## src/assert_macros.svh

```systemverilog
// ----------------------------------------------------------------------------
// assert_macros.svh
// Assertion helpers used by the connection state machine top.
// ----------------------------------------------------------------------------
`ifndef ASSERT_MACROS_SVH
`define ASSERT_MACROS_SVH

// Same-cycle implication, disabled while reset is high.
`define ASSERT_IMPLIES(label, clk, rst, ante, cons) \
   label: assert property (@(posedge clk) disable iff (rst) (ante) |-> (cons)) \
      else $error("assertion failed: same-cycle implication");

// Next-cycle implication, disabled while reset is high.
`define ASSERT_NEXT(label, clk, rst, ante, cons) \
   label: assert property (@(posedge clk) disable iff (rst) (ante) |=> (cons)) \
      else $error("assertion failed: next-cycle implication");

`endif

```

## src/doipcsm_pkg.sv

```systemverilog
// ----------------------------------------------------------------------------
// doipcsm_pkg
// Types, codes and reset values for the DoIP connection state machine.
// ----------------------------------------------------------------------------
`timescale 1ns / 1ps
`default_nettype none

package doipcsm_pkg;

   // Event kinds on the request channel
   localparam logic [1:0] REQ_TICK    = 2'd0;
   localparam logic [1:0] REQ_MESSAGE = 2'd1;
   localparam logic [1:0] REQ_CLOSE   = 2'd2;
   localparam logic [1:0] REQ_ERROR   = 2'd3;

   // Payload classes of a received message
   localparam logic [1:0] CLS_ROUTING_REQ = 2'd0;
   localparam logic [1:0] CLS_ALIVE_RSP   = 2'd1;
   localparam logic [1:0] CLS_DIAG        = 2'd2;
   localparam logic [1:0] CLS_OTHER       = 2'd3;

   // Send command codes
   localparam logic [2:0] SEND_NONE      = 3'd0;
   localparam logic [2:0] SEND_ROUTE_RSP = 3'd1;
   localparam logic [2:0] SEND_ALIVE_REQ = 3'd2;
   localparam logic [2:0] SEND_DIAG_ACK  = 3'd3;
   localparam logic [2:0] SEND_DIAG_NACK = 3'd4;

   // Close reasons
   localparam logic [2:0] CLOSE_INIT_TIMEOUT  = 3'd0;
   localparam logic [2:0] CLOSE_ALIVE_TIMEOUT = 3'd1;
   localparam logic [2:0] CLOSE_APP_REQUEST   = 3'd2;
   localparam logic [2:0] CLOSE_INVALID_MSG   = 3'd3;
   localparam logic [2:0] CLOSE_SOCKET_ERROR  = 3'd4;

   // Reported state codes
   localparam logic [2:0] CODE_INIT         = 3'd0;
   localparam logic [2:0] CODE_WAIT_ROUTING = 3'd1;
   localparam logic [2:0] CODE_ROUTED       = 3'd2;
   localparam logic [2:0] CODE_WAIT_ALIVE   = 3'd3;
   localparam logic [2:0] CODE_CLOSED       = 3'd4;

   // Register indexes
   localparam logic [1:0] CSR_INITIAL_TIMEOUT = 2'd0;
   localparam logic [1:0] CSR_GENERAL_TIMEOUT = 2'd1;
   localparam logic [1:0] CSR_ALIVE_TIMEOUT   = 2'd2;
   localparam logic [1:0] CSR_SERVER_ADDRESS  = 2'd3;

   // Register reset values
   localparam logic [31:0] RST_INITIAL_TIMEOUT = 32'd2000;
   localparam logic [31:0] RST_GENERAL_TIMEOUT = 32'd300000;
   localparam logic [31:0] RST_ALIVE_TIMEOUT   = 32'd500;
   localparam logic [15:0] RST_SERVER_ADDRESS  = 16'd0;

   // Connection state, one-hot
   typedef enum logic [4:0] {
      ST_INIT         = 5'b00001,
      ST_WAIT_ROUTING = 5'b00010,
      ST_ROUTED       = 5'b00100,
      ST_WAIT_ALIVE   = 5'b01000,
      ST_CLOSED       = 5'b10000
   } conn_state_type;

   // Running timer
   typedef enum logic [1:0] {
      TM_NONE    = 2'd0,
      TM_INITIAL = 2'd1,
      TM_GENERAL = 2'd2,
      TM_ALIVE   = 2'd3
   } timer_kind_type;

   // One request beat
   typedef struct packed {
      logic [1:0]  req_type;
      logic [1:0]  payload_class;
      logic        has_source;
      logic [15:0] src_address;
      logic        app_nack_valid;
      logic [7:0]  app_nack_code;
   } req_item_type;

   // One response beat
   typedef struct packed {
      logic [2:0]  send_kind;
      logic [15:0] dest_address;
      logic [15:0] peer_address;
      logic [7:0]  nack_code_out;
      logic        close_now;
      logic [2:0]  close_reason;
      logic [2:0]  state_now;
   } rsp_item_type;

   // Configuration register set
   typedef struct packed {
      logic [31:0] initial_timeout;
      logic [31:0] general_timeout;
      logic [31:0] alive_timeout;
      logic [15:0] server_address;
   } cfg_type;

   // Map the one-hot state to its reported code
   function automatic logic [2:0] state_code(input conn_state_type st);
      logic [2:0] code;
      unique case (st)
         ST_INIT:         code = CODE_INIT;
         ST_WAIT_ROUTING: code = CODE_WAIT_ROUTING;
         ST_ROUTED:       code = CODE_ROUTED;
         ST_WAIT_ALIVE:   code = CODE_WAIT_ALIVE;
         default:         code = CODE_CLOSED;
      endcase
      return code;
   endfunction

endpackage

`default_nettype wire

```

## src/doipcsm_core.sv

```systemverilog
// ----------------------------------------------------------------------------
// doipcsm_core
// Connection state, client address and timer; computes one response per beat.
// ----------------------------------------------------------------------------
`timescale 1ns / 1ps
`default_nettype none

module doipcsm_core (
   input  wire                        clock,
   input  wire                        reset,
   input  wire                        step,
   input  doipcsm_pkg::req_item_type  item,
   input  doipcsm_pkg::cfg_type       cfg,
   output doipcsm_pkg::rsp_item_type  result
);

   doipcsm_pkg::conn_state_type state_ff, state_in;
   doipcsm_pkg::timer_kind_type tkind_ff, tkind_in;
   logic [15:0]                 client_ff, client_in;
   logic [31:0]                 tcount_ff, tcount_in;

   // Next state and response for the beat in the input register
   always_comb begin
      logic       do_close;
      logic [2:0] reason;
      state_in  = state_ff;
      tkind_in  = tkind_ff;
      client_in = client_ff;
      tcount_in = tcount_ff;
      result    = '0;
      do_close  = 1'b0;
      reason    = doipcsm_pkg::CLOSE_INIT_TIMEOUT;

      unique case (state_ff)
         doipcsm_pkg::ST_CLOSED: begin
            // every beat ignored
         end
         doipcsm_pkg::ST_INIT,
         doipcsm_pkg::ST_WAIT_ROUTING,
         doipcsm_pkg::ST_ROUTED,
         doipcsm_pkg::ST_WAIT_ALIVE: begin
            priority if (item.req_type == doipcsm_pkg::REQ_TICK) begin
               if (tkind_ff != doipcsm_pkg::TM_NONE) begin
                  if (tcount_ff > 32'd1) begin
                     tcount_in = tcount_ff - 32'd1;
                  end else begin
                     tkind_in  = doipcsm_pkg::TM_NONE;
                     tcount_in = '0;
                     unique case (tkind_ff)
                        doipcsm_pkg::TM_INITIAL: begin
                           do_close = 1'b1;
                           reason   = doipcsm_pkg::CLOSE_INIT_TIMEOUT;
                        end
                        doipcsm_pkg::TM_ALIVE: begin
                           do_close = 1'b1;
                           reason   = doipcsm_pkg::CLOSE_ALIVE_TIMEOUT;
                        end
                        default: begin
                           // general inactivity: probe the client
                           result.send_kind = doipcsm_pkg::SEND_ALIVE_REQ;
                           tkind_in         = doipcsm_pkg::TM_ALIVE;
                           tcount_in        = cfg.alive_timeout;
                           state_in         = doipcsm_pkg::ST_WAIT_ALIVE;
                        end
                     endcase
                  end
               end
            end else if (item.req_type == doipcsm_pkg::REQ_CLOSE) begin
               do_close = 1'b1;
               reason   = doipcsm_pkg::CLOSE_APP_REQUEST;
            end else if (item.req_type == doipcsm_pkg::REQ_ERROR) begin
               do_close = 1'b1;
               reason   = doipcsm_pkg::CLOSE_SOCKET_ERROR;
            end else if (item.payload_class == doipcsm_pkg::CLS_OTHER) begin
               do_close = 1'b1;
               reason   = doipcsm_pkg::CLOSE_INVALID_MSG;
            end else begin
               // received message, handled per state
               unique case (state_ff)
                  doipcsm_pkg::ST_INIT: begin
                     state_in  = doipcsm_pkg::ST_WAIT_ROUTING;
                     tkind_in  = doipcsm_pkg::TM_INITIAL;
                     tcount_in = cfg.initial_timeout;
                  end
                  doipcsm_pkg::ST_WAIT_ROUTING: begin
                     if (item.payload_class == doipcsm_pkg::CLS_ROUTING_REQ) begin
                        if (!item.has_source) begin
                           do_close = 1'b1;
                           reason   = doipcsm_pkg::CLOSE_INVALID_MSG;
                        end else begin
                           client_in           = item.src_address;
                           result.send_kind    = doipcsm_pkg::SEND_ROUTE_RSP;
                           result.dest_address = item.src_address;
                           result.peer_address = cfg.server_address;
                           tkind_in            = doipcsm_pkg::TM_GENERAL;
                           tcount_in           = cfg.general_timeout;
                           state_in            = doipcsm_pkg::ST_ROUTED;
                        end
                     end
                  end
                  doipcsm_pkg::ST_ROUTED: begin
                     if (item.payload_class == doipcsm_pkg::CLS_DIAG && item.has_source) begin
                        result.send_kind    = item.app_nack_valid ?
                                              doipcsm_pkg::SEND_DIAG_NACK :
                                              doipcsm_pkg::SEND_DIAG_ACK;
                        result.dest_address = item.src_address;
                        result.peer_address = client_ff;
                        result.nack_code_out = item.app_nack_valid ? item.app_nack_code : 8'd0;
                        tkind_in            = doipcsm_pkg::TM_GENERAL;
                        tcount_in           = cfg.general_timeout;
                     end
                  end
                  default: begin
                     // waiting for the alive check response
                     if (item.payload_class == doipcsm_pkg::CLS_ALIVE_RSP) begin
                        tkind_in  = doipcsm_pkg::TM_GENERAL;
                        tcount_in = cfg.general_timeout;
                        state_in  = doipcsm_pkg::ST_ROUTED;
                     end else if (item.payload_class == doipcsm_pkg::CLS_DIAG) begin
                        tkind_in  = doipcsm_pkg::TM_NONE;
                        tcount_in = '0;
                        if (item.has_source) begin
                           result.send_kind    = doipcsm_pkg::SEND_DIAG_ACK;
                           result.dest_address = item.src_address;
                           result.peer_address = client_ff;
                        end
                     end
                  end
               endcase
            end
         end
         default: begin
            // illegal encoding falls back to closed
            state_in = doipcsm_pkg::ST_CLOSED;
         end
      endcase

      // closing stops the timer; client address is kept
      if (do_close) begin
         state_in            = doipcsm_pkg::ST_CLOSED;
         tkind_in            = doipcsm_pkg::TM_NONE;
         tcount_in           = '0;
         result.close_now    = 1'b1;
         result.close_reason = reason;
      end

      result.state_now = doipcsm_pkg::state_code(state_in);
   end

   // State update, once per beat leaving the input register
   always_ff @(posedge clock) begin
      if (reset) begin
         state_ff  <= doipcsm_pkg::ST_INIT;
         tkind_ff  <= doipcsm_pkg::TM_NONE;
         client_ff <= '0;
         tcount_ff <= '0;
      end else if (step) begin
         state_ff  <= state_in;
         tkind_ff  <= tkind_in;
         client_ff <= client_in;
         tcount_ff <= tcount_in;
      end
   end

endmodule

`default_nettype wire

```

## src/doip_connection_state_machine_top.sv

```systemverilog
// A request beat accepted into the input register is loaded into the result
// register when it advances, and its response beat is taken from there.
// Throughput: one beat per cycle, set by the state update between the two
// registers; a response stall holds both stages.
// Reset (synchronous, active high): state socket initialized, no timer,
// client address 0, registers to 2000 / 300000 / 500 / 0, both stages empty.
// ----------------------------------------------------------------------------
// doip_connection_state_machine_top
// Per-connection DoIP server state machine with valid/stall channels.
// ----------------------------------------------------------------------------
`timescale 1ns / 1ps
`default_nettype none
`include "assert_macros.svh"

module doip_connection_state_machine_top (
   input  wire         clock,
   input  wire         reset,
   // configuration
   input  wire         csr_wr_en,
   input  wire  [1:0]  csr_index,
   input  wire  [31:0] csr_wdata,
   // request channel
   input  wire         req_valid,
   output logic        req_stall,
   input  wire  [1:0]  req_type,
   input  wire  [1:0]  req_payload_class,
   input  wire         req_has_source,
   input  wire  [15:0] req_src_address,
   input  wire         req_app_nack_valid,
   input  wire  [7:0]  req_app_nack_code,
   // response channel
   output logic        rsp_valid,
   input  wire         rsp_stall,
   output logic [2:0]  rsp_send_kind,
   output logic [15:0] rsp_dest_address,
   output logic [15:0] rsp_peer_address,
   output logic [7:0]  rsp_nack_code_out,
   output logic        rsp_close_now,
   output logic [2:0]  rsp_close_reason,
   output logic [2:0]  rsp_state_now
);

   doipcsm_pkg::cfg_type      cfg_ff;
   doipcsm_pkg::req_item_type in_item_ff;
   doipcsm_pkg::rsp_item_type out_item_ff;
   doipcsm_pkg::rsp_item_type core_result;
   logic                      in_valid_ff, in_valid_in;
   logic                      out_valid_ff, out_valid_in;
   logic                      out_ready, in_ready, advance, accept;
   logic                      rsp_closing, rsp_sends, rsp_alive_req;
   logic                      rsp_in_alive, rsp_is_closed, rsp_taken;

   // Configuration registers
   always_ff @(posedge clock) begin
      if (reset) begin
         cfg_ff.initial_timeout <= doipcsm_pkg::RST_INITIAL_TIMEOUT;
         cfg_ff.general_timeout <= doipcsm_pkg::RST_GENERAL_TIMEOUT;
         cfg_ff.alive_timeout   <= doipcsm_pkg::RST_ALIVE_TIMEOUT;
         cfg_ff.server_address  <= doipcsm_pkg::RST_SERVER_ADDRESS;
      end else if (csr_wr_en) begin
         unique case (csr_index)
            doipcsm_pkg::CSR_INITIAL_TIMEOUT: cfg_ff.initial_timeout <= csr_wdata;
            doipcsm_pkg::CSR_GENERAL_TIMEOUT: cfg_ff.general_timeout <= csr_wdata;
            doipcsm_pkg::CSR_ALIVE_TIMEOUT:   cfg_ff.alive_timeout   <= csr_wdata;
            doipcsm_pkg::CSR_SERVER_ADDRESS:  cfg_ff.server_address  <= csr_wdata[15:0];
            default: ;
         endcase
      end
   end

   // Handshake: result register frees when empty or taken this cycle
   assign out_ready    = !out_valid_ff || !rsp_stall;
   assign in_ready     = !in_valid_ff || out_ready;
   assign advance      = in_valid_ff && out_ready;
   assign req_stall    = !in_ready;
   assign accept       = req_valid && in_ready;
   assign in_valid_in  = in_ready ? req_valid : in_valid_ff;
   assign out_valid_in = out_ready ? in_valid_ff : out_valid_ff;

   // Valid bits
   always_ff @(posedge clock) begin
      if (reset) begin
         in_valid_ff  <= 1'b0;
         out_valid_ff <= 1'b0;
      end else begin
         in_valid_ff  <= in_valid_in;
         out_valid_ff <= out_valid_in;
      end
   end

   // Input register payload
   always_ff @(posedge clock) begin
      if (accept) begin
         in_item_ff.req_type       <= req_type;
         in_item_ff.payload_class  <= req_payload_class;
         in_item_ff.has_source     <= req_has_source;
         in_item_ff.src_address    <= req_src_address;
         in_item_ff.app_nack_valid <= req_app_nack_valid;
         in_item_ff.app_nack_code  <= req_app_nack_code;
      end
   end

   doipcsm_core u_core (
      .clock  (clock),
      .reset  (reset),
      .step   (advance),
      .item   (in_item_ff),
      .cfg    (cfg_ff),
      .result (core_result)
   );

   // Result register payload
   always_ff @(posedge clock) begin
      if (advance) begin
         out_item_ff <= core_result;
      end
   end

   assign rsp_valid         = out_valid_ff;
   assign rsp_send_kind     = out_item_ff.send_kind;
   assign rsp_dest_address  = out_item_ff.dest_address;
   assign rsp_peer_address  = out_item_ff.peer_address;
   assign rsp_nack_code_out = out_item_ff.nack_code_out;
   assign rsp_close_now     = out_item_ff.close_now;
   assign rsp_close_reason  = out_item_ff.close_reason;
   assign rsp_state_now     = out_item_ff.state_now;

   // Checks
   assign rsp_closing   = rsp_valid && rsp_close_now;
   assign rsp_sends     = (rsp_send_kind != doipcsm_pkg::SEND_NONE);
   assign rsp_alive_req = rsp_valid && (rsp_send_kind == doipcsm_pkg::SEND_ALIVE_REQ);
   assign rsp_in_alive  = (rsp_state_now == doipcsm_pkg::CODE_WAIT_ALIVE);
   assign rsp_is_closed = (rsp_state_now == doipcsm_pkg::CODE_CLOSED);
   assign rsp_taken     = rsp_valid && !rsp_stall;

   `ASSERT_IMPLIES(a_close_reports_closed, clock, reset, rsp_closing, rsp_is_closed)
   `ASSERT_IMPLIES(a_no_send_on_close, clock, reset, rsp_closing, !rsp_sends)
   `ASSERT_IMPLIES(a_alive_req_state, clock, reset, rsp_alive_req, rsp_in_alive)
   `ASSERT_NEXT(a_closed_sticky, clock, reset, rsp_taken && rsp_is_closed, !rsp_valid || rsp_is_closed)

endmodule

`default_nettype wire
```

## config.mk

```make
export PLATFORM = sky130hd
export DESIGN_NAME = doip_connection_state_machine_top
export DESIGN_NICKNAME = d
export VERILOG_FILES = /design/src/doipcsm_pkg.sv /design/src/doipcsm_core.sv /design/src/doip_connection_state_machine_top.sv
export VERILOG_INCLUDE_DIRS = /design/src /design/src/src
export SDC_FILE = /design/constraint.sdc
export NUM_CORES = 1
export LEC_CHECK = 0
export ABC_AREA = 1
export BUFFER_PORTS_ARGS = -buffer_cell sky130_fd_sc_hd__buf_4
export CAP_MARGIN = 20
export CORE_ASPECT_RATIO = 2
export CORE_UTILIZATION = 64
export CTS_CLUSTER_DIAMETER = 40
export DETAILED_ROUTE_END_ITERATION = 6
export PLACE_DENSITY = 0.86
export SLEW_MARGIN = 20
export SYNTH_ARGS = -nofsm -noshare
export SYNTH_HDL_FRONTEND = slang
export SYNTH_SLANG_ARGS = --single-unit
```

## constraint.sdc

```tcl
create_clock -name clock -period 4.4 [get_ports clock]
set_input_delay 0.22 -clock clock [delete_from_list [all_inputs] [get_ports clock]]
set_output_delay 0.22 -clock clock [all_outputs]
set_load 0.05 [all_outputs]
```

==> reports/qor.csv, run 1 <==
metric,value,unit
setup-tns-final,0,ns
root_buffer,clkbuf_16,
crit_arrival,3.21,ns
grt_use_met2,0.704,
cp.required,4.67,ns
dp_hpwl,23.3,mm
seqCellArea,0.00579,mm^2
drive_above_1_share,0.124,
num_io_pins,121,
synth_cell_type_count,37,
syn_area,0.0115,mm^2
status,finished clean,
cts_buffers,23,
place.gp.congestion,1.03,
cts_tree,yes,
fin_skew,0.0210,ns
cts_sinks,249,
io_buffers,120,
yosysWarnings,0,
synthCells,1528,
syn-num-nets,1603,
layout.nets,1744,
clk_pin_slew,0.07,ns
synth_seq_cells,249,
antenna_found_initial,0,
synth_edf_count,80,
first_pass_iters,7,
grt-ovfl-total,0,
drc,0,
grt_max_degree,163,
initial_core_util,0.649,
routedWlPerCell,18.8,um
synth_top_area_cell,dfxtp_1,
grt_use_met1,0.377,
clock.fmax,340,MHz
die_y,191,um
ys_async_sr_fraction,0,
synth_area_leaders,"dfxtp_1, edfxtp_1, nor2_1",
grt_pass1_wl,55.7,mm
post-route-util,0.779,
htree_levels,1,
clock_latency,0.53,ns
finalHoldViolCount,0,
fin_crit_sh,0.669,
area_growth,20.1,%
die_area,0.0185,mm^2
postCtsSetupBuffers,0,
cts_buffer_depth,3,
gr-max-usage-layer,met2,
routed_wl,35.7,mm
fillers,1265,
grt_use_total,0.385,
slew_headroom,0.325,
end_kind,flop,
period_minus_slack,2.94,ns
multi_input_area,0.00489,mm^2
synthFlopType,dfxtp_1,
rsz0062_at_grt,no,
drt-initial-drc-count,832,
p_leak,5.95,nW
slew_viol_final,0,
irDropWorstVdd,0.000379,V
power_density,429,mW/mm^2
worstMarginPinSlew,1.01,ns
rows,69,
grtUsageMet3,0.0600,
hold_class,input pin to flop,
synth_common_cells,"nor2_1, nand2_1, nand3_1",
crit_type,flop to flop,
vias_per_cell,5.78,
die_w,96.7,um
synth.most_common_cell,nor2_1,
synth_top_area_share,0.295,
path_max_fanout,24,
cts_resized,0,
syn_area_per_cell,7.51,um^2
n_antenna_cell,0,
core,0.0177,mm^2
first_global_vias,10816,
startpoint_type,flop,
seq_area_frac_synth,0.504,
timing.max_cap.violations,0,
drtAntennaViolNets,0,
finalSetupViolations,0,
vias,10980,
[worst max-delay path: stages (launching register included)]
cell and delay [ns]:
dfxtp_1 0.34, nor2_1 0.23, nand2_1 0.19, nor2_4 0.17
nand2_2 0.09, inv_2 0.06, nand2_2 0.33, nor2_4 0.62
nand3_1 0.28, and2_1 0.26, nand2_1 0.07, nand2_1 0.05
[kinds of logic (layout without fill, tap and decap cells)]
group,Yosys count,after routing,share of synthesized area
xor gates and xnor gates,9,9,0.00687
buffers and inverters,198,356,0.0705
AOI/OAI and AO/OA,239,239,0.109
DFF,249,249,0.504
adders and majority gates,6,6,0.00654
and+or+nand+nor,827,827,0.303
[cell type report]
cell class                 instances  area share
tap                              213      0.0193
clock buffer                      31      0.0462
multi-input combinational       1081       0.355
inverter                         119      0.0325
sequential                       249       0.420
timing repair buffer             195       0.119
clock inverter                    11     0.00871
[report_power, final]
part           internal, mW  leakage, nW  total [mW]  switching, mW
Combinational         0.401         3.43        1.31          0.907
Clock                  1.15        0.377        2.04          0.891
Sequential             2.49         2.15        2.57         0.0785
Total                  4.04         5.95        5.91           1.88
[worst paths after layout]
path                            depth (start not counted)                               from  slack [ns]                          to
worst min register to register                          2             cfg_ff[7]$_SDFFE_PP0P_        0.45      cfg_ff[7]$_SDFFE_PP0P_
worst max-delay path                                   11  u_core.tcount_ff[12]$_SDFFE_PP0P_        1.46  rsp_state_now[0]$_DFFE_PP_
worst max register to register                         11  u_core.tcount_ff[12]$_SDFFE_PP0P_        1.46  rsp_state_now[0]$_DFFE_PP_
worst min-delay path                                    3                          rsp_stall        0.02      rsp_valid$_SDFFE_PP0P_
[timing repair]
| action | CTS | global route |
|---|---|---|
| hold endpoints to repair | 116 | 0 |
| endpoints found under the setup margin | 0 | 0 |
| hold buffers | 63 | 0 |
[cells in the final DEF, fill, tap and decap left out, drive strengths merged]
master / synthesis / layout
a21o: 1 / 1
a21oi: 77 / 77
a31oi: 7 / 7
and2: 1 / 1
buf: 30 / 132
bufinv: 0 / 2
clkbuf: 49 / 31
clkinv: 4 / 8
dfxtp: 169 / 169
dlygate4sd3: 0 / 63
edfxtp: 80 / 80
ha: 6 / 6
inv: 115 / 120
nand2: 306 / 306
nand3: 176 / 176
nand3b: 1 / 1
nand4: 14 / 14
nor2: 324 / 324
nor3: 3 / 3
o211ai: 3 / 3
o21a: 1 / 1
o21ai: 138 / 138
o21bai: 6 / 6
o22ai: 6 / 6
or2: 2 / 2
xor2: 9 / 9
[state kept, by name (all words and copies together), names as in the netlist]
register	cells
u_core.tcount_ff	32
in_valid_ff	1
rsp_valid	1
u_core.state_ff	5
cfg_ff	112
u_core.client_ff	16
rsp_close_now	1
rsp_send_kind	3
rsp_dest_address	16
rsp_state_now	3
rsp_close_reason	3
rsp_nack_code_out	8
rsp_peer_address	16
u_core.tkind_ff	2
in_item_ff	30
[through the flow]
stage	std cells	hold slack [ns]	worst slack [ns]	instance area, um^2	total power [mW]
global route	1899	0.0263	1.24	13800	6.14
floorplan	1528	0.319	1.36	11500	3.45
global placement	1793	0.398	1.52	12400	3.82
detailed placement	1794	0.399	1.35	12400	3.83
CTS	1899	0.0101	1.33	13800	5.88
finish	1899	0.0224	1.46	13800	5.91
[layer usage]
layer  part of all wire  vias to the layer above
met1               0.33                     4998
met3              0.063                      179
met5                  0                        -
met2               0.52                      537
met4              0.090                        0
li1                   -                     5266
Power figures use the tool's default switching activity.
==> run 2: changes to the inputs <==
CORE_UTILIZATION = 53   (was 64)
PLACE_DENSITY = 0.76   (was 0.86)
clock period = 2.55 ns   (was 4.4 ns; I/O delays follow)
==> reports/qor.csv, run 2 (same netlist as run 1, synthesis figures left out) <==
metric,value,unit,change
grt_max_degree,118,,-28%
worstReg2RegEnd,u_core.client_ff[10]$_SDFFE_PP0P_,,
worst-path-buf-inv,1,,unchanged
cts_buffers,27,,+17%
crit_type,flop to flop,,
fin_hold_ws,0.134,ns,+0.112 ns
drt-initial-drc-count,622,,-25%
core,0.0211,mm^2,+19%
startpoint_type,flop,,
power_density,748,mW/mm^2,+75%
slew_viol_final,0,,unchanged
p_int,7.25,mW,+80%
slowest_stage,nor3_1,,
slowest_delay,0.44,ns,-0.18 ns
fin_skew,0.0185,ns,-0.00248 ns
postLayoutCellArea,0.0143,mm^2,+3.4%
layout_commonest_cell,nor2_1,,
place.gp.congestion,1.01,,-1.8%
rows,75,,+8.7%
final_cell_mix,"nor2_1, nand2_1, nand3_1, dfxtp_1, buf_4",,
fillers,1720,,+36%
first_pass_iters,7,,unchanged
switching_share,0.320,,+0.00314
pwr-share-clk,0.361,,+0.016
finalSetupViolations,0,,unchanged
finalHoldViolCount,0,,unchanged
first_global_vias,11054,,+2.2%
hold_class,input pin to flop,,
antenna_found_initial,1,,+1
die_w,106,um,+9.7%
num_io_pins,121,,unchanged
routedWlPerCell,17.8,um,-5.4%
finalPower,10.7,mW,+80%
end_kind,flop,,
htree_levels,1,,unchanged
die_y,210,um,+9.8%
largest_reg_flops,112,,unchanged
setup-tns-final,0,ns,unchanged
clock.fmax,430,MHz,+27%
top_regs,"cfg_ff: 112 flops, u_core.tcount_ff: 32 flops, in_item_ff: 30 flops",,
drc,0,,unchanged
crit_chain,"ha_1, nor2_1, nand2_1, nor3_1, inv_2, o21ai_0, a21oi_1",,
clk_pin_slew,0.07,ns,about the same
slew_headroom,0.320,,-0.00522
io_buffers,120,,unchanged
cts_tree,yes,,
fin_crit_sh,0.912,,+0.243
p_leak,6.15,nW,+3.4%
p_sw,3.42,mW,+82%
cp.required,2.98,ns,-1.69 ns
crit_arrival,2.76,ns,-0.45 ns
pwr-share-seq,0.415,,-0.019
rrSetupSlack,0.22,ns,-1.23 ns
area_growth,24.2,%,
layout.nets,1776,,+1.8%
initial_core_util,0.544,,-0.105
hold_path_depth,5,,+2
timing.max_cap.violations,0,,unchanged
seqCellArea,0.00579,mm^2,unchanged
hold_path.startpoint,csr_index[0],,
root_buffer,clkbuf_16,,
period_minus_slack,2.33,ns,-0.618 ns
grt_pass1_wl,55.8,mm,+0.26%
grt-ovfl-total,0,,unchanged
postCtsSetupBuffers,0,,unchanged
regMostFlops,cfg_ff,,
r2r_cells,7,,-4
path_max_fanout,22,,-8.3%
status,finished clean,,
multi_input_area,0.00489,mm^2,-0.10%
irDropWorstVdd,0.000686,V,+81%
die_area,0.0223,mm^2,+20%
routed_wl,35.4,mm,-0.76%
cpLargestDelayFamily,simple AND/OR/NAND/NOR gates,,
post-route-util,0.675,,-0.104
dp_hpwl,24.5,mm,+5.3%
placed_cell_area,0.0127,mm^2,+2.7%
worstMarginPinSlew,1.02,ns,+0.00780 ns
cts_buffer_depth,3,,unchanged
drtAntennaViolNets,0,,unchanged
rsz0062_at_grt,no,,
grt_use_total,0.325,,-0.0598
r2r-start,in_item_ff[26]$_DFFE_PP_,,
vias_per_cell,5.52,,-4.5%
vias,11002,,+0.20%
hold_end,cfg_ff[23]$_SDFFE_PP1P_,,
drive_above_1_share,0.139,,+0.0148
cts_sinks,249,,unchanged
comb_power_share,0.224,,+0.003
clock_latency,0.56,ns,+0.03 ns
run 2: worst max-delay path by stage:
stage,from,endpoint,slack [ns],cells past startpoint
floorplan,rsp_valid$_SDFFE_PP0P_,in_item_ff[0]$_DFFE_PP_,0.11,5
finish,in_item_ff[26]$_DFFE_PP_,u_core.client_ff[10]$_SDFFE_PP0P_,0.22,7
CTS,in_item_ff[26]$_DFFE_PP_,u_core.client_ff[10]$_SDFFE_PP0P_,0.13,7
detailed placement,in_item_ff[26]$_DFFE_PP_,u_core.client_ff[10]$_SDFFE_PP0P_,0.14,7
global route,u_core.tcount_ff[1]$_SDFFE_PP0P_,u_core.tcount_ff[14]$_SDFFE_PP0P_,0.12,14
global placement,in_item_ff[26]$_DFFE_PP_,u_core.client_ff[10]$_SDFFE_PP0P_,0.16,7
run 2: repair_timing:
item                                    in CTS  in global routing
endpoints found under the setup margin       0                  1
gates resized for setup                      0                  1
hold endpoints to repair                   149                  0
hold buffers                                65                  0
run 2: metal layers:
| layer | global-route usage | wire, um |
|---|---|---|
| met2 | 0.617 | 19200 |
| met4 | 0.254 | 2920 |
| met3 | 0.0322 | 1440 |
| met5 | 0 | 0 |
| met1 | 0.313 | 11900 |
run 2: worst register-to-register path, cell delays in order (launching register included):
cell      delay, ns
edfxtp_1       0.42
ha_1           0.28
nor2_1         0.24
nand2_1        0.18
nor3_1         0.44
inv_2          0.26
o21ai_0        0.32
a21oi_1        0.07
run 2: area by class of cell:
cell class,count,share of cell area
Timing Repair Buffer,223,0.135
Antenna cell,1,0.000176
Inverter,119,0.0315
Clock buffer,36,0.0534
Multi-Input combinational cell,1081,0.343
Clock inverter,14,0.00764
Sequential cell,249,0.406
Tap cell,269,0.0236
run 2: power by group through the flow:
stage	logic (mW)	clock network, mW	registers, mW
after floorplan	1.36	0	4.60
after global placement	2.26	0	4.50
after detailed placement	2.27	0	4.51
after CTS	2.37	3.87	4.42
after global routing	2.60	4.02	4.45
final	2.39	3.85	4.43
run 2: through the flow:
step                cells  worst slack (ns)
detailed placement   1876             0.142
floorplan            1528             0.110
global placement     1876             0.161
global route         1992             0.124
CTS                  1991             0.133
finish               1992             0.224
==> run 3: changes to the inputs <==
CAP_MARGIN = not set   (was 20)
CTS_BUF_LIST = sky130_fd_sc_hd__clkbuf_16   (was not set)
RECOVER_POWER = 25   (was not set)
==> reports/qor.csv, run 3 (same netlist as run 1, synthesis figures left out) <==
metric,value,unit,change
status,"complete, but fails checks",,
violations,"capacitance limit, slew limit",,
cts_buffer_depth,3,,unchanged
rrSetupSlack,0.29,ns,+0.07 ns
slowest_stage,nor3_1,,
final_cell_mix,"nor2_1, nand2_1, nand3_1, dfxtp_1, o21ai_0",,
crit_arrival,2.69,ns,-0.07 ns
cts_buffers,27,,unchanged
cpLargestDelayFamily,simple AND/OR/NAND/NOR gates,,
power_density,746,mW/mm^2,-0.29%
area_growth,23.8,%,
hold_end,cfg_ff[23]$_SDFFE_PP1P_,,
p_leak,6.14,nW,-0.16%
finalSetupViolations,0,,unchanged
slowest_delay,0.44,ns,about the same
timing.max_cap.violations,1,,+1
vias,10938,,-0.58%
drc,0,,unchanged
grt_pass1_wl,55.8,mm,about the same
drtAntennaViolNets,0,,unchanged
top_regs,"cfg_ff: 112 flops, u_core.tcount_ff: 32 flops, in_item_ff: 30 flops",,
worst-path-buf-inv,1,,unchanged
antenna_found_initial,1,,unchanged
placed_cell_area,0.0127,mm^2,unchanged
die_y,210,um,unchanged
grt-ovfl-total,0,,unchanged
fin_skew,0.0170,ns,-0.00152 ns
slew_headroom,-0.155,,-0.475
cts_tree,yes,,
first_pass_iters,5,,-2
routed_wl,35.4,mm,-0.15%
slew_viol_final,46,,+46
fin_cells,1992,,unchanged
drive_above_1_share,0.136,,-0.00290
period_minus_slack,2.26,ns,-0.0704 ns
cts_sinks,249,,unchanged
hold_class,input pin to flop,,
dp_hpwl,24.5,mm,unchanged
place.gp.congestion,1.01,,unchanged
drt-initial-drc-count,681,,+9.5%
initial_core_util,0.544,,unchanged
setup-tns-final,0,ns,unchanged
die_w,106,um,unchanged
hold_path.startpoint,csr_index[0],,
die_area,0.0223,mm^2,unchanged
clock.fmax,443,MHz,+3.1%
placed_cells,1876,,unchanged
r2r_cells,7,,unchanged
core,0.0211,mm^2,unchanged
path_max_fanout,22,,unchanged
rsz0062_at_grt,no,,
cp.required,2.98,ns,about the same
routedWlPerCell,17.8,um,-0.15%
crit_chain,"ha_1, nor2_1, nand2_1, nor3_1, inv_2, o21ai_0, a21oi_1",,
htree_levels,1,,unchanged
num_io_pins,121,,unchanged
grt_use_total,0.325,,about the same
root_buffer,clkbuf_16,,
finalHoldViolCount,0,,unchanged
first_global_vias,11052,,-0.018%
clk_pin_slew,0.07,ns,about the same
irDropWorstVdd,0.000688,V,+0.29%
finalPower,10.6,mW,-0.58%
cp-startpoint,in_item_ff[26]$_DFFE_PP_,,
vias_per_cell,5.49,,-0.58%
rows,75,,unchanged
layout_commonest_cell,nor2_1,,
layout.nets,1776,,unchanged
largest_reg_flops,112,,unchanged
startpoint_type,flop,,
io_buffers,120,,unchanged
end_kind,flop,,
r2r-start,in_item_ff[26]$_DFFE_PP_,,
worstMarginPinSlew,1.73,ns,+0.715 ns
postCtsSetupBuffers,0,,unchanged
fin_crit_sh,0.884,,-0.0276
postLayoutCellArea,0.0142,mm^2,-0.29%
clock_latency,0.56,ns,about the same
crit_type,flop to flop,,
grt_max_degree,118,,unchanged
worstReg2RegEnd,u_core.client_ff[10]$_SDFFE_PP0P_,,
hold_path_depth,5,,unchanged
regMostFlops,cfg_ff,,
run 3: cell count changes in the layout (fill, tap and decap cells not counted), sizes merged:
cell / delta
buf: -32
clkbuf: +25
inv: +7
clkinv: -1
clkinvlp: +1
run 3: final cells by class:
class                      count  area [um^2]
antenna                        1         2.50
clock buffer                  29          726
multi-input combinational   1081         4890
sequential                   249         5790
timing repair buffer         223         1890
clock inverter                21          135
tap                          269          337
inverter                     119          449
fill                        1733         6900
run 3: what timing repair did:
item / CTS / global route
hold buffers: 65 / 0
endpoints found under the setup margin: 0 / 1
endpoints found under the hold margin: 149 / 0
gates resized for setup: 0 / 1
run 3: metal layers:
metal  track usage  routed length (um)
met5             0                   0
met4         0.254                2800
met3        0.0318                1520
met2         0.616               19400
met1         0.314               11700
run 3: report_power, final:
part           total (mW)  switching [mW]  internal (mW)
Clock                3.80            1.71           2.09
Combinational        2.38            1.58          0.805
Sequential           4.43           0.130           4.30
run 3: stage by stage:
stage	utilization	setup WS, ns	hold WS [ns]
after floorplan	-	0.110	0.226
after global placement	0.603	0.161	0.306
after detailed placement	0.603	0.142	0.307
after CTS	0.675	0.133	0.0889
after global routing	0.673	0.0909	0.164
final	0.673	0.295	0.131
run 3: worst reg2reg max path, cell delays in order (launching register included):
cell	delay [ns]
edfxtp_1	0.41
ha_1	0.28
nor2_1	0.23
nand2_1	0.18
nor3_1	0.44
inv_2	0.26
o21ai_0	0.27
a21oi_1	0.07
run 3: how the worst max path moves through the flow:
stage	endpoint	slack [ns]	cells past startpoint
floorplan	in_item_ff[0]$_DFFE_PP_	0.11	5
global placement	u_core.client_ff[10]$_SDFFE_PP0P_	0.16	7
detailed placement	u_core.client_ff[10]$_SDFFE_PP0P_	0.14	7
CTS	u_core.client_ff[10]$_SDFFE_PP0P_	0.13	7
global route	u_core.tcount_ff[14]$_SDFFE_PP0P_	0.09	14
finish	u_core.client_ff[10]$_SDFFE_PP0P_	0.29	7
